<file path="src/sv/pmct_pkg.sv">
// Package: shared types and constants for the PS/2 mouse cursor tracker.
`timescale 1ns / 1ps

package pmct_pkg;

    // Field widths
    localparam int COORD_W = 12;
    localparam int PITCH_W = 10;
    localparam int BYTE_W  = 8;
    localparam int BTN_W   = 3;
    localparam int HIT_W   = 5;
    localparam int CFG_IDX_W  = 3;
    localparam int CFG_DATA_W = 12;

    // Bit positions in the first packet byte
    localparam int SYNC_BIT_IDX   = 3;
    localparam int X_OVF_BIT_IDX  = 6;
    localparam int Y_OVF_BIT_IDX  = 7;
    localparam int CLICK_LEFT_IDX = 0;

    localparam logic [COORD_W-1:0] POS_RESET = 12'd500;

    // Configuration register indexes
    typedef enum logic [CFG_IDX_W-1:0] {
        CFG_BUTTON_LEFT  = 3'd0,
        CFG_BUTTON_PITCH = 3'd1,
        CFG_BUTTON_TOP   = 3'd2,
        CFG_BUTTON_SIZE  = 3'd3,
        CFG_MAX_X        = 3'd4,
        CFG_MAX_Y        = 3'd5
    } t_cfg_idx;

    localparam logic [COORD_W-1:0] BUTTON_LEFT_RST  = 12'd400;
    localparam logic [PITCH_W-1:0] BUTTON_PITCH_RST = 10'd70;
    localparam logic [COORD_W-1:0] BUTTON_TOP_RST   = 12'd400;
    localparam logic [PITCH_W-1:0] BUTTON_SIZE_RST  = 10'd50;
    localparam logic [COORD_W-1:0] MAX_X_RST        = 12'd1023;
    localparam logic [COORD_W-1:0] MAX_Y_RST        = 12'd767;

    typedef struct packed {
        logic [BYTE_W-1:0] data_byte;
        logic              from_aux;
    } t_in;

    typedef struct packed {
        logic [COORD_W-1:0] cursor_x;
        logic [COORD_W-1:0] cursor_y;
        logic [BTN_W-1:0]   button_bits;
        logic [HIT_W-1:0]   hit_mask;
    } t_out;

    // Complete, overflow-free packet handed from front to back
    typedef struct packed {
        logic [BTN_W-1:0]  buttons;
        logic [BYTE_W-1:0] dx;
        logic [BYTE_W-1:0] dy;
    } t_pkt;

    // Front -> queue request
    typedef struct packed {
        logic push;
        t_pkt pkt;
    } t_pkt_req;

    // Queue -> back status
    typedef struct packed {
        logic empty;
        t_pkt pkt;
    } t_pkt_head;

    typedef struct packed {
        logic [COORD_W-1:0] button_left;
        logic [PITCH_W-1:0] button_pitch;
        logic [COORD_W-1:0] button_top;
        logic [PITCH_W-1:0] button_size;
        logic [COORD_W-1:0] max_x;
        logic [COORD_W-1:0] max_y;
    } t_cfg;

endpackage

</file>
<file path="src/sv/pmct_front.sv">
// Front end: byte intake, packet framing and overflow filtering.
`timescale 1ns / 1ps

module pmct_front (
    input  logic           i_clk,
    input  logic           i_rst_n,
    input  logic           i_accept,
    input  pmct_pkg::t_in  i_in,
    output pmct_pkg::t_pkt_req o_req
);

    typedef enum logic [1:0] {
        PH_FIRST  = 2'd0,
        PH_SECOND = 2'd1,
        PH_THIRD  = 2'd2
    } t_phase;

    t_phase r_phase;
    logic [pmct_pkg::BYTE_W-1:0] r_first;
    logic [pmct_pkg::BYTE_W-1:0] r_second;
    logic take;

    assign take = i_accept && i_in.from_aux;

    always_ff @(posedge i_clk) begin
        if (!i_rst_n) begin
            r_phase <= PH_FIRST;
        end else if (take) begin
            unique case (r_phase)
                PH_SECOND: begin
                    r_second <= i_in.data_byte;
                    r_phase  <= PH_THIRD;
                end
                PH_THIRD: begin
                    r_phase <= PH_FIRST;
                end
                default: begin
                    // resync: stay here until the sync bit shows up
                    r_first <= i_in.data_byte;
                    r_phase <= i_in.data_byte[pmct_pkg::SYNC_BIT_IDX] ? PH_SECOND : PH_FIRST;
                end
            endcase
        end
    end

    always_comb begin
        o_req.push = take && (r_phase == PH_THIRD)
                     && !r_first[pmct_pkg::X_OVF_BIT_IDX]
                     && !r_first[pmct_pkg::Y_OVF_BIT_IDX];
        o_req.pkt.buttons = r_first[pmct_pkg::BTN_W-1:0];
        o_req.pkt.dx      = r_second;
        o_req.pkt.dy      = i_in.data_byte;
    end

    // an overflowed packet must never reach the queue
    a_no_ovf_push: assert property (@(posedge i_clk) disable iff (!i_rst_n)
        o_req.push |-> (r_first[pmct_pkg::X_OVF_BIT_IDX] == 1'b0)
                    && (r_first[pmct_pkg::Y_OVF_BIT_IDX] == 1'b0))
        else $error("front pushed an overflowed packet");

endmodule

</file>
<file path="src/sv/pmct_fifo.sv">
// Two-entry packet queue between front and back.
`timescale 1ns / 1ps

module pmct_fifo (
    input  logic                 i_clk,
    input  logic                 i_rst_n,
    input  pmct_pkg::t_pkt_req   i_req,
    input  logic                 i_pop,
    output logic                 o_full,
    output pmct_pkg::t_pkt_head  o_head
);

    pmct_pkg::t_pkt r_mem [2];
    logic       r_wr_ptr;
    logic       r_rd_ptr;
    logic [1:0] r_count;
    logic       do_push;
    logic       do_pop;

    assign o_full     = (r_count == 2'd2);
    assign o_head.empty = (r_count == 2'd0);
    assign o_head.pkt   = r_mem[r_rd_ptr];
    assign do_push = i_req.push && !o_full;
    assign do_pop  = i_pop && !o_head.empty;

    always_ff @(posedge i_clk) begin
        if (do_push) begin
            r_mem[r_wr_ptr] <= i_req.pkt;
        end
    end

    always_ff @(posedge i_clk) begin
        if (!i_rst_n) begin
            r_wr_ptr <= 1'b0;
            r_rd_ptr <= 1'b0;
            r_count  <= 2'd0;
        end else begin
            if (do_push) r_wr_ptr <= ~r_wr_ptr;
            if (do_pop)  r_rd_ptr <= ~r_rd_ptr;
            r_count <= r_count + 2'(do_push) - 2'(do_pop);
        end
    end

    a_count_range: assert property (@(posedge i_clk) disable iff (!i_rst_n)
        r_count != 2'd3)
        else $error("queue count out of range");

    // the front must respect full; a dropped packet would be silent
    a_no_overrun: assert property (@(posedge i_clk) disable iff (!i_rst_n)
        !(i_req.push && o_full))
        else $error("packet pushed into full queue");

endmodule

</file>
<file path="src/sv/pmct_back.sv">
// Back end: config registers, button hit test, cursor update and result register.
`timescale 1ns / 1ps

module pmct_back #(
    parameter int BUTTON_COUNT = 5
) (
    input  logic                          i_clk,
    input  logic                          i_rst_n,
    input  logic                          i_cfg_wr_en,
    input  logic [pmct_pkg::CFG_IDX_W-1:0]  i_cfg_idx,
    input  logic [pmct_pkg::CFG_DATA_W-1:0] i_cfg_wdata,
    input  pmct_pkg::t_pkt_head           i_head,
    output logic                          o_take,
    output logic                          o_valid,
    input  logic                          i_pop,
    output pmct_pkg::t_out                o_out
);

    localparam int HITS = (BUTTON_COUNT < pmct_pkg::HIT_W) ? BUTTON_COUNT : pmct_pkg::HIT_W;
    // left + i*pitch + size, no wrap
    localparam int LO_W = pmct_pkg::COORD_W + 1 + $clog2(BUTTON_COUNT + 1);
    localparam int SUM_W = pmct_pkg::COORD_W + 2;

    pmct_pkg::t_cfg r_cfg;
    logic [pmct_pkg::COORD_W-1:0] r_pos_x;
    logic [pmct_pkg::COORD_W-1:0] r_pos_y;
    logic           r_valid;
    pmct_pkg::t_out r_out;

    logic [SUM_W-1:0] sx;
    logic [SUM_W-1:0] sy;
    logic [pmct_pkg::COORD_W-1:0] nx;
    logic [pmct_pkg::COORD_W-1:0] ny;
    logic [pmct_pkg::HIT_W-1:0]   hits;
    logic                         y_in;
    logic [LO_W-1:0]              lo;
    logic [LO_W-1:0]              xw;

    // config write port
    always_ff @(posedge i_clk) begin
        if (!i_rst_n) begin
            r_cfg.button_left  <= pmct_pkg::BUTTON_LEFT_RST;
            r_cfg.button_pitch <= pmct_pkg::BUTTON_PITCH_RST;
            r_cfg.button_top   <= pmct_pkg::BUTTON_TOP_RST;
            r_cfg.button_size  <= pmct_pkg::BUTTON_SIZE_RST;
            r_cfg.max_x        <= pmct_pkg::MAX_X_RST;
            r_cfg.max_y        <= pmct_pkg::MAX_Y_RST;
        end else if (i_cfg_wr_en) begin
            unique case (pmct_pkg::t_cfg_idx'(i_cfg_idx))
                pmct_pkg::CFG_BUTTON_LEFT:  r_cfg.button_left  <= i_cfg_wdata;
                pmct_pkg::CFG_BUTTON_PITCH:
                    r_cfg.button_pitch <= i_cfg_wdata[pmct_pkg::PITCH_W-1:0];
                pmct_pkg::CFG_BUTTON_TOP:   r_cfg.button_top   <= i_cfg_wdata;
                pmct_pkg::CFG_BUTTON_SIZE:
                    r_cfg.button_size <= i_cfg_wdata[pmct_pkg::PITCH_W-1:0];
                pmct_pkg::CFG_MAX_X:        r_cfg.max_x        <= i_cfg_wdata;
                pmct_pkg::CFG_MAX_Y:        r_cfg.max_y        <= i_cfg_wdata;
                default: ;
            endcase
        end
    end

    assign o_take  = !i_head.empty && (!r_valid || i_pop);
    assign o_valid = r_valid;
    assign o_out   = r_out;

    // hit test on the old position
    always_comb begin
        y_in = ({1'b0, r_pos_y} >= {1'b0, r_cfg.button_top})
            && ({1'b0, r_pos_y} < ({1'b0, r_cfg.button_top}
                                   + {3'b000, r_cfg.button_size}));
        xw   = LO_W'(r_pos_x);
        hits = '0;
        lo   = '0;
        for (int i = 0; i < HITS; i++) begin
            lo = LO_W'(r_cfg.button_left) + LO_W'(i) * LO_W'(r_cfg.button_pitch);
            hits[i] = y_in && (xw >= lo) && (xw < lo + LO_W'(r_cfg.button_size));
        end
        if (!i_head.pkt.buttons[pmct_pkg::CLICK_LEFT_IDX]) begin
            hits = '0;
        end
    end

    // move and clamp; bit SUM_W-1 set means negative
    always_comb begin
        sx = {2'b00, r_pos_x} + {{(SUM_W-8){i_head.pkt.dx[7]}}, i_head.pkt.dx};
        sy = {2'b00, r_pos_y} - {{(SUM_W-8){i_head.pkt.dy[7]}}, i_head.pkt.dy};
        if (sx[SUM_W-1])
            nx = '0;
        else if (sx[SUM_W-2:0] > {1'b0, r_cfg.max_x})
            nx = r_cfg.max_x;
        else
            nx = sx[pmct_pkg::COORD_W-1:0];
        if (sy[SUM_W-1])
            ny = '0;
        else if (sy[SUM_W-2:0] > {1'b0, r_cfg.max_y})
            ny = r_cfg.max_y;
        else
            ny = sy[pmct_pkg::COORD_W-1:0];
    end

    always_ff @(posedge i_clk) begin
        if (!i_rst_n) begin
            r_valid <= 1'b0;
            r_pos_x <= pmct_pkg::POS_RESET;
            r_pos_y <= pmct_pkg::POS_RESET;
        end else begin
            if (o_take) begin
                r_valid <= 1'b1;
                r_pos_x <= nx;
                r_pos_y <= ny;
            end else if (i_pop) begin
                r_valid <= 1'b0;
            end
        end
    end

    always_ff @(posedge i_clk) begin
        if (o_take) begin
            r_out.cursor_x    <= nx;
            r_out.cursor_y    <= ny;
            r_out.button_bits <= i_head.pkt.buttons;
            r_out.hit_mask    <= hits;
        end
    end

    a_hit_needs_left: assert property (@(posedge i_clk) disable iff (!i_rst_n)
        (r_valid && (r_out.hit_mask != '0))
            |-> r_out.button_bits[pmct_pkg::CLICK_LEFT_IDX])
        else $error("hit reported without left button");

    a_take_fills: assert property (@(posedge i_clk) disable iff (!i_rst_n)
        o_take |=> r_valid && (r_out.cursor_x == r_pos_x) && (r_out.cursor_y == r_pos_y))
        else $error("result register out of step with cursor state");

endmodule

</file>
<file path="src/sv/ps2_mouse_cursor_tracker.sv">
// Top level: PS/2 mouse packet decoder with cursor tracking and button hit test.
`timescale 1ns / 1ps
// A packet enters the queue with its third byte and is then registered as the result.
// Throughput: one byte request per cycle unless the queue is full; one result per cycle
//   drain rate, as the back end does the hit compares and clamp in parallel.
// Reset (synchronous, active low): phase to first byte, cursor to (500,500),
//   config to defaults, packet queue and result register empty.

module ps2_mouse_cursor_tracker #(
    parameter int BUTTON_COUNT = 5
) (
    input  logic                            i_clk,
    input  logic                            i_rst_n,
    // byte intake
    input  logic                            push,
    output logic                            full,
    input  pmct_pkg::t_in                   i_in,
    // results
    output logic                            empty,
    input  logic                            pop,
    output pmct_pkg::t_out                  o_out,
    // config write port
    input  logic                            i_cfg_wr_en,
    input  logic [pmct_pkg::CFG_IDX_W-1:0]  i_cfg_idx,
    input  logic [pmct_pkg::CFG_DATA_W-1:0] i_cfg_wdata
);

    pmct_pkg::t_pkt_req  req;
    pmct_pkg::t_pkt_head head;
    logic                q_full;
    logic                take;
    logic                out_valid;

    // Front only stalls on a full queue; non-aux bytes are still taken and dropped.
    assign full  = q_full;
    assign empty = !out_valid;

    pmct_front u_front (
        .i_clk    (i_clk),
        .i_rst_n  (i_rst_n),
        .i_accept (push && !q_full),
        .i_in     (i_in),
        .o_req    (req)
    );

    // Two-entry queue decouples packet framing from the cursor update.
    pmct_fifo u_fifo (
        .i_clk   (i_clk),
        .i_rst_n (i_rst_n),
        .i_req   (req),
        .i_pop   (take),
        .o_full  (q_full),
        .o_head  (head)
    );

    // Back end owns the cursor, the config and the result register.
    pmct_back #(
        .BUTTON_COUNT (BUTTON_COUNT)
    ) u_back (
        .i_clk       (i_clk),
        .i_rst_n     (i_rst_n),
        .i_cfg_wr_en (i_cfg_wr_en),
        .i_cfg_idx   (i_cfg_idx),
        .i_cfg_wdata (i_cfg_wdata),
        .i_head      (head),
        .o_take      (take),
        .o_valid     (out_valid),
        .i_pop       (pop),
        .o_out       (o_out)
    );

endmodule

</file>
<file path="config.mk">
export PLATFORM = sky130hd
export DESIGN_NAME = ps2_mouse_cursor_tracker
export DESIGN_NICKNAME = d
export VERILOG_FILES = /design/src/sv/pmct_pkg.sv /design/src/sv/pmct_front.sv /design/src/sv/pmct_fifo.sv /design/src/sv/pmct_back.sv /design/src/sv/ps2_mouse_cursor_tracker.sv
export SDC_FILE = /design/constraint.sdc
export NUM_CORES = 1
export LEC_CHECK = 0
export ABC_AREA = 1
export BUFFER_PORTS_ARGS = -buffer_cell sky130_fd_sc_hd__clkbuf_2
export CORE_ASPECT_RATIO = 0.5
export CORE_MARGIN = 1
export CORE_UTILIZATION = 35
export CTS_CLUSTER_DIAMETER = 100
export DETAILED_ROUTE_END_ITERATION = 16
export PLACE_DENSITY_LB_ADDON = 0.15
export SLEW_MARGIN = 0
export SYNTH_ARGS = -nofsm -noshare
export SYNTH_HDL_FRONTEND = slang
export SYNTH_HIERARCHICAL = 1
export SYNTH_SLANG_ARGS = --single-unit
</file>
<file path="constraint.sdc">
create_clock -name i_clk -period 4.25 [get_ports i_clk]
set_input_delay 0 -clock i_clk [delete_from_list [all_inputs] [get_ports i_clk]]
set_output_delay 0 -clock i_clk [all_outputs]
set_load 0.1 [all_outputs]
</file>
==> results.py, run 1 <==
metrics = {
    "synthesis": {
        "syn-cell-area_um2": 16900,
        "syn_inst": 2145,
        "synthArstFlopShare_pct": 0,
        "yosys_most_used_dff": "dfxtp_1",
        "synth_top_cells_by_area": "ha_1, edfxtp_1, dfxtp_1",
        "seq_area_frac_synth_pct": 26.5,
        "yosys.area.top_type_share_pct": 21.1,
        "syn_area_per_cell_um2": 7.90,
        "synth_most_common_cell": "nand2_1",
        "ys_ff_latch": 183,
        "synth-edff-count": 83,
        "yosys-top-cells-count": "nand2_1, inv_1, ha_1, a21oi_1, nor2_1",
        "yosys.cell_types.count": 55,
        "synth.yosys.warnings": 6,
        "syn-num-nets": 2480,
        "synth.largest_area_cell": "ha_1",
    },
    "clock_tree": {
        "clock_latency_ns": 0.46,
        "cts_buffer_depth": 2,
        "cts_sinks": 183,
        "path_clk_slew_ns": 0.09,
        "htree_levels": 4,
        "cts_root_buf": "clkbuf_16",
        "cts_inserted_buffers": 17,
        "cts_tree": "done",
    },
    "route": {
        "num_vias": 14600,
        "wire_per_inst_um": 17.1,
        "dr.pass1.iters": 6,
        "avgViaCountPerCell": 4.98,
        "routed_wl_mm": 50.0,
        "drt-initial-drc-count": 836,
        "drc": 0,
        "ant_nets": 0,
    },
    "hold_path": {
        "hold_path.class": "primary input to flip-flop",
        "hp-start": "i_rst_n",
    },
    "sta": {
        "hold_slack_ns": 0.0350,
        "finalHoldViolations": 0,
        "max-slew-margin-rel_pct": 30.5,
        "finalWorstSetupSlack_ns": 0.243,
        "slew_viol_final": 0,
        "fin_skew_ns": 0.0177,
        "fin_crit_sh_pct": 94.3,
        "max_freq_mhz": 250,
        "final.min_clock_period_ns": 4.01,
        "setup_viol": 0,
        "tightest_slew_ns": 1.04,
    },
    "grt": {
        "grt_overflow": 0,
        "grt_max_degree": 71,
        "grt_usage_pct": 20.4,
        "grt_pass1_vias": 13700,
        "antenna_found_initial": 0,
        "grt_pass1_wl_mm": 76.5,
    },
    "floorplan": {
        "pin_count": 63,
        "die_w_um": 313,
        "num_rows": 56,
        "die_area_um2": 49400,
        "start_util_pct": 35.8,
        "die_h_um": 158,
        "core_area_um2": 47300,
    },
    "setup_path": {
        "endpoint_kind": "flip-flop",
        "worst-path-buf-inv": 2,
        "cp_slowest_cell": "dfxtp_2",
        "required_ns": 4.46,
        "cp_max_fo": 6,
        "cp_top_family": "adder cells",
        "path_cells": "fa_1, ha_1, inv_2, nor3_1, nand2_1, o211ai_1, xor2_1, ha_1, nand2_1, nor3_2, nand3_1, o2111ai_2, xnor2_1, ha_1, inv_1, nor3_1, a211oi_1, nand2_1, a31oi_1, nor2_1, nor2_1",
        "rr_startpoint": "u_back/r_cfg[60]",
        "worst_setup_path_start_kind": "flip-flop",
        "critPathLaunch": "u_back/r_cfg[60]",
        "critPathMaxStageDelay_ns": 0.45,
        "critical_path_class": "flip-flop to flip-flop",
        "cp.arrival_ns": 4.22,
    },
    "cells_and_area": {
        "drive_above_1_share_pct": 12.6,
        "nFillCells": 4886,
        "final_area_um2": 19400,
        "final_cells": 2929,
        "ff_latch_area_um2": 4510,
        "multi_input_area_um2": 11200,
        "areaGrowthSynthToFinish_pct": 14.3,
        "final_nets": 2612,
    },
    "placement": {
        "globalplace.congestion": 0.902,
        "portBuffers": 62,
        "place_ws_ns": 0.100,
        "hpwl_mm": 38.5,
        "placed_cell_area_um2": 18300,
        "dp.cells": 2866,
    },
    "pwr": {
        "p_per_area_nw_per_um2": 271,
        "p_leak_nw": 9.23,
        "p_total_mw": 5.25,
        "irDropWorstVdd_uv": 212,
    },
    "job": {
        "drv_cap": 0,
    },
    "outcome": {
        "status": "completed",
    },
}
## what timing repair did
action / CTS / global route
hold endpoints to repair: 87 / 0
resized for setup: 0 / 41
setup endpoints to repair: 0 / 5
setup buffers: 0 / 5
hold buffers: 25 / 0
## per-stage QoR
step	util [%]	TNS [ns]
finish	40.9	0
global route	40.9	-0.0350
CTS	40.6	0
detailed placement	38.7	0
global placement	38.7	0
floorplan	-	0
## cells in the final DEF, fill, tap and decap left out, types with 7 or more instances in the layout
cell type	netlist	final
nand2_1	403	401
inv_1	292	292
ha_1	286	279
a21oi_1	174	170
nor2_1	150	149
nand3_1	105	105
o21ai_0	99	93
dfxtp_1	100	91
edfxtp_1	83	83
buf_4	13	65
xor2_1	66	64
clkbuf_2	0	62
xnor2_1	40	40
o211ai_1	32	32
nand4_1	31	31
nor3_1	29	26
dlygate4sd3_1	0	25
fa_1	20	18
clkbuf_16	0	17
a21o_1	16	16
o21ai_1	11	16
nand3_2	16	16
a21oi_2	13	16
a31oi_1	16	15
o21bai_1	15	15
nand2_2	8	10
nand3b_1	10	10
mux2_4	10	10
dfxtp_2	0	9
mux2_2	9	9
clkinv_8	0	8
nand2_4	8	8
a211oi_1	8	7
## per-layer routing
metal | vias up | wire length (um) | GRT usage (%)
li1 | 7541 | - | -
met1 | 6778 | 25000 | 27.8
met2 | 237 | 22500 | 33.8
met3 | 43 | 1540 | 2.72
met4 | 0 | 997 | 5.44
met5 | - | 0 | 0
## logic make-up (layout without fill, tap and decap cells)
family / count (synthesis) / in the layout / share of synthesized area [%]
AO/OA/AOI/OAI: 412 / 412 / 14.2
XOR/XNOR: 108 / 108 / 5.67
adder cells (fa/ha/maj): 306 / 306 / 23.5
buffers and inverters: 341 / 486 / 8.18
flip-flops: 183 / 183 / 26.5
multiplexers: 19 / 19 / 1.48
other: 0 / 1 / 0
AND/OR/NAND/NOR: 776 / 776 / 20.5
## layout make-up
class / instances / share of cell area (%)
Antenna cell: 1 / 0.0129
Clock buffer: 17 / 2.20
Timing Repair Buffer: 153 / 5.52
Sequential cell: 183 / 23.3
Inverter: 301 / 5.83
Clock inverter: 15 / 1.14
Tap cell: 638 / 4.12
Multi-Input combinational cell: 1621 / 57.9
## registers in the layout (all words and copies together) (netlist names), named ones only
name,count
u_front/r_phase,2
u_fifo/r_wr_ptr,1
u_front/r_second,8
u_fifo/r_mem,38
u_back/o_valid,1
u_back/r_cfg,68
u_back/r_pos_x,12
u_front/r_first,5
u_back/o_out,32
u_fifo/r_rd_ptr,1
u_back/r_pos_y,12
u_fifo/r_count,2
## tightest hold or removal path, cell delays in order
cell and delay [ns]:
clkbuf_2 0.29, nand2_1 0.13, inv_1 0.03
## report_power, final
part           switching [mW]  internal (mW)  total, mW
Clock                   0.888          0.867       1.75
Sequential             0.0195           1.86       1.88
Combinational           0.943          0.671       1.61
## worst paths after layout
check | cells past startpoint | endpoint | slack (ns)
worst max-delay path | 21 | u_back/o_out[3] | 0.24
worst min-delay path | 3 | u_fifo/r_count[0] | 0.04
worst max register to register | 21 | u_back/o_out[3] | 0.24
worst min register to register | 0 | u_fifo/r_mem[0][11] | 0.45
Note: power is estimated with default switching activity, not from simulation.
==> run 2, diff against run 1 <==
- clock period: 4.25 -> 3.5 ns (I/O delays scaled with it)
==> run 2 against run 1 <==
Compared with the run above: the flow now finishes with violations (negative setup slack); core utilization up 7.6 points; register-to-register slack lost 0.69 ns; count of clock-buffer cells in the layout up 1; via count increased by 7.1%; worst setup slack got worse by 0.69 ns; combinational power is 50% higher.
==> results.py, run 2 (synthesis gave the netlist of run 1 again) <==
metrics = {
    "outcome": {
        "status": "complete, but fails checks",
        "violations": "negative setup slack",
    },
    "clock_tree": {
        "path_clk_slew_ns": 0.08,
        "clock_latency_ns": 0.47,
        "cts_root_buf": "clkbuf_16",
        "cts_inserted_buffers": 17,
        "cts_buffer_depth": 2,
        "cts_tree": "done",
        "htree_levels": 4,
        "cts_sinks": 183,
    },
    "placement": {
        "globalplace.congestion": 0.872,
        "place_ws_ns": -0.464,
        "portBuffers": 62,
        "hpwl_mm": 40.7,
    },
    "setup_path": {
        "endpoint_kind": "flip-flop",
        "worst_setup_path_start_kind": "flip-flop",
        "reg2reg_slack_ns": -0.44,
        "critical_path_class": "flip-flop to flip-flop",
        "cp.arrival_ns": 4.25,
        "critPathLaunch": "u_back/r_cfg[46]",
        "rr_startpoint": "u_back/r_cfg[46]",
        "cp_max_fo": 4,
        "required_ns": 3.81,
    },
    "floorplan": {
        "num_rows": 56,
        "die_h_um": 158,
        "core_area_um2": 47300,
        "die_w_um": 313,
        "die_area_um2": 49400,
        "pin_count": 63,
        "start_util_pct": 35.8,
    },
    "pwr": {
        "p_int_mw": 4.38,
        "p_per_area_nw_per_um2": 294,
        "p_leak_nw": 10.8,
        "irDropWorstVdd_uv": 220,
        "seq_power_share_pct": 33.7,
        "p_total_mw": 6.76,
        "switching_share_pct": 35.3,
        "combPwrFrac_pct": 35.8,
        "power_switching_mw": 2.38,
        "clock_power_share_pct": 30.5,
    },
    "grt": {
        "antenna_found_initial": 0,
        "grt_overflow": 0,
        "grt_pass1_wl_mm": 81.7,
        "grt_pass1_vias": 14600,
        "grt_usage_pct": 21.7,
        "grt_max_degree": 80,
    },
    "sta": {
        "rsz0062_at_grt": "yes",
        "tightest_slew_ns": 0.823,
        "slew_viol_final": 0,
        "fin_skew_ns": 0.0272,
        "finalHoldViolations": 0,
        "tns_ns": -2.65,
        "setup_viol": 39,
        "fin_crit_sh_pct": 113,
        "finalWorstSetupSlack_ns": -0.444,
        "hold_slack_ns": 0.0423,
        "max_freq_mhz": 254,
        "final.min_clock_period_ns": 3.94,
        "max-slew-margin-rel_pct": 45.1,
    },
    "cells_and_area": {
        "final_common_cell": "nand2_1",
        "areaGrowthSynthToFinish_pct": 35.5,
        "drive_above_1_share_pct": 30.0,
        "layout_common_cells": "nand2_1, buf_4, inv_1",
        "top_register": "u_back/r_cfg",
        "largest_reg_flops": 68,
        "diodes": 0,
        "final_nets": 2861,
    },
    "route": {
        "avgViaCountPerCell": 4.92,
        "wire_per_inst_um": 17.1,
        "drt-initial-drc-count": 1011,
        "num_vias": 15600,
        "routed_wl_mm": 54.4,
        "dr.pass1.iters": 6,
        "drc": 0,
        "ant_nets": 0,
    },
    "job": {
        "drv_cap": 0,
    },
    "hold_path": {
        "hold_path.class": "primary input to flip-flop",
        "hp-start": "i_cfg_idx[0]",
    },
}
run 2: area by class of cell:
type / instances / area (um^2)
Sequential cell: 183 / 4510
Clock inverter: 14 / 169
Fill cell: 4485 / 24300
Inverter: 301 / 1140
Multi-Input combinational cell: 1622 / 12700
Tap cell: 638 / 798
Timing Repair Buffer: 401 / 3160
Clock buffer: 18 / 439
run 2: timing repair:
item,in CTS,in global routing
gates resized for setup,175,194
setup buffers,31,14
setup endpoints to repair,52,52
pin swaps,84,100
hold endpoints to repair,94,0
cloned,4,0
hold buffers,27,0
run 2: through the flow:
| stage | util [%] | instance area, um^2 | std cells |
|---|---|---|---|
| 3_3_place_gp | 42.1 | 19900 | 3070 |
| 6_report | 48.6 | 23000 | 3177 |
| 5_1_grt | 48.6 | 23000 | 3177 |
| 3_5_place_dp | 42.1 | 19900 | 3070 |
| 4_1_cts | 46.4 | 21900 | 3163 |
| 2_1_floorplan | - | 17000 | 2145 |
run 2: worst max-delay path, cell delays in order, from the launching register on:
cell	delay, ns
dfxtp_2	0.34
fa_1	0.54
ha_2	0.19
inv_2	0.04
fa_2	0.36
nor3_2	0.11
nand3b_1	0.19
xor2_2	0.19
ha_1	0.30
nand2_2	0.12
nor3_4	0.05
nand2_1	0.08
o2111ai_2	0.14
xnor2_1	0.15
ha_1	0.33
inv_2	0.08
nor3_2	0.04
a211oi_1	0.17
nand2_1	0.09
a31oi_1	0.15
nor2_1	0.05
nor2_1	0.09
run 2: final timing paths:
check / endpoint / cells after the start
setup / recovery: u_back/o_out[3] / 21
hold / removal: u_back/r_cfg[42] / 3
setup reg to reg: u_back/o_out[3] / 21
hold reg to reg: u_fifo/r_mem[1][11] / 0
run 2: power by group through the flow:
stage          clock network [mW]  logic [mW]  registers, mW
5_1_grt                      2.18        2.71           2.28
4_1_cts                      2.12        2.31           2.28
6_report                     2.06        2.42           2.28
3_3_place_gp                    0        2.12           2.33
2_1_floorplan                   0        1.42           2.34
3_5_place_dp                    0        2.15           2.33
run 2: metal layers:
metal  track usage, %  part of all wire (%)  vias to the layer above  routed length, um
li1                 -                     -                     8034                  -
met1             30.3                    48                     7286              26200
met2             36.0                    46                      267              25100
met3             2.25                   3.8                       45               2090
met4             4.92                   1.8                        0                956
met5                0                     0                        -                  0
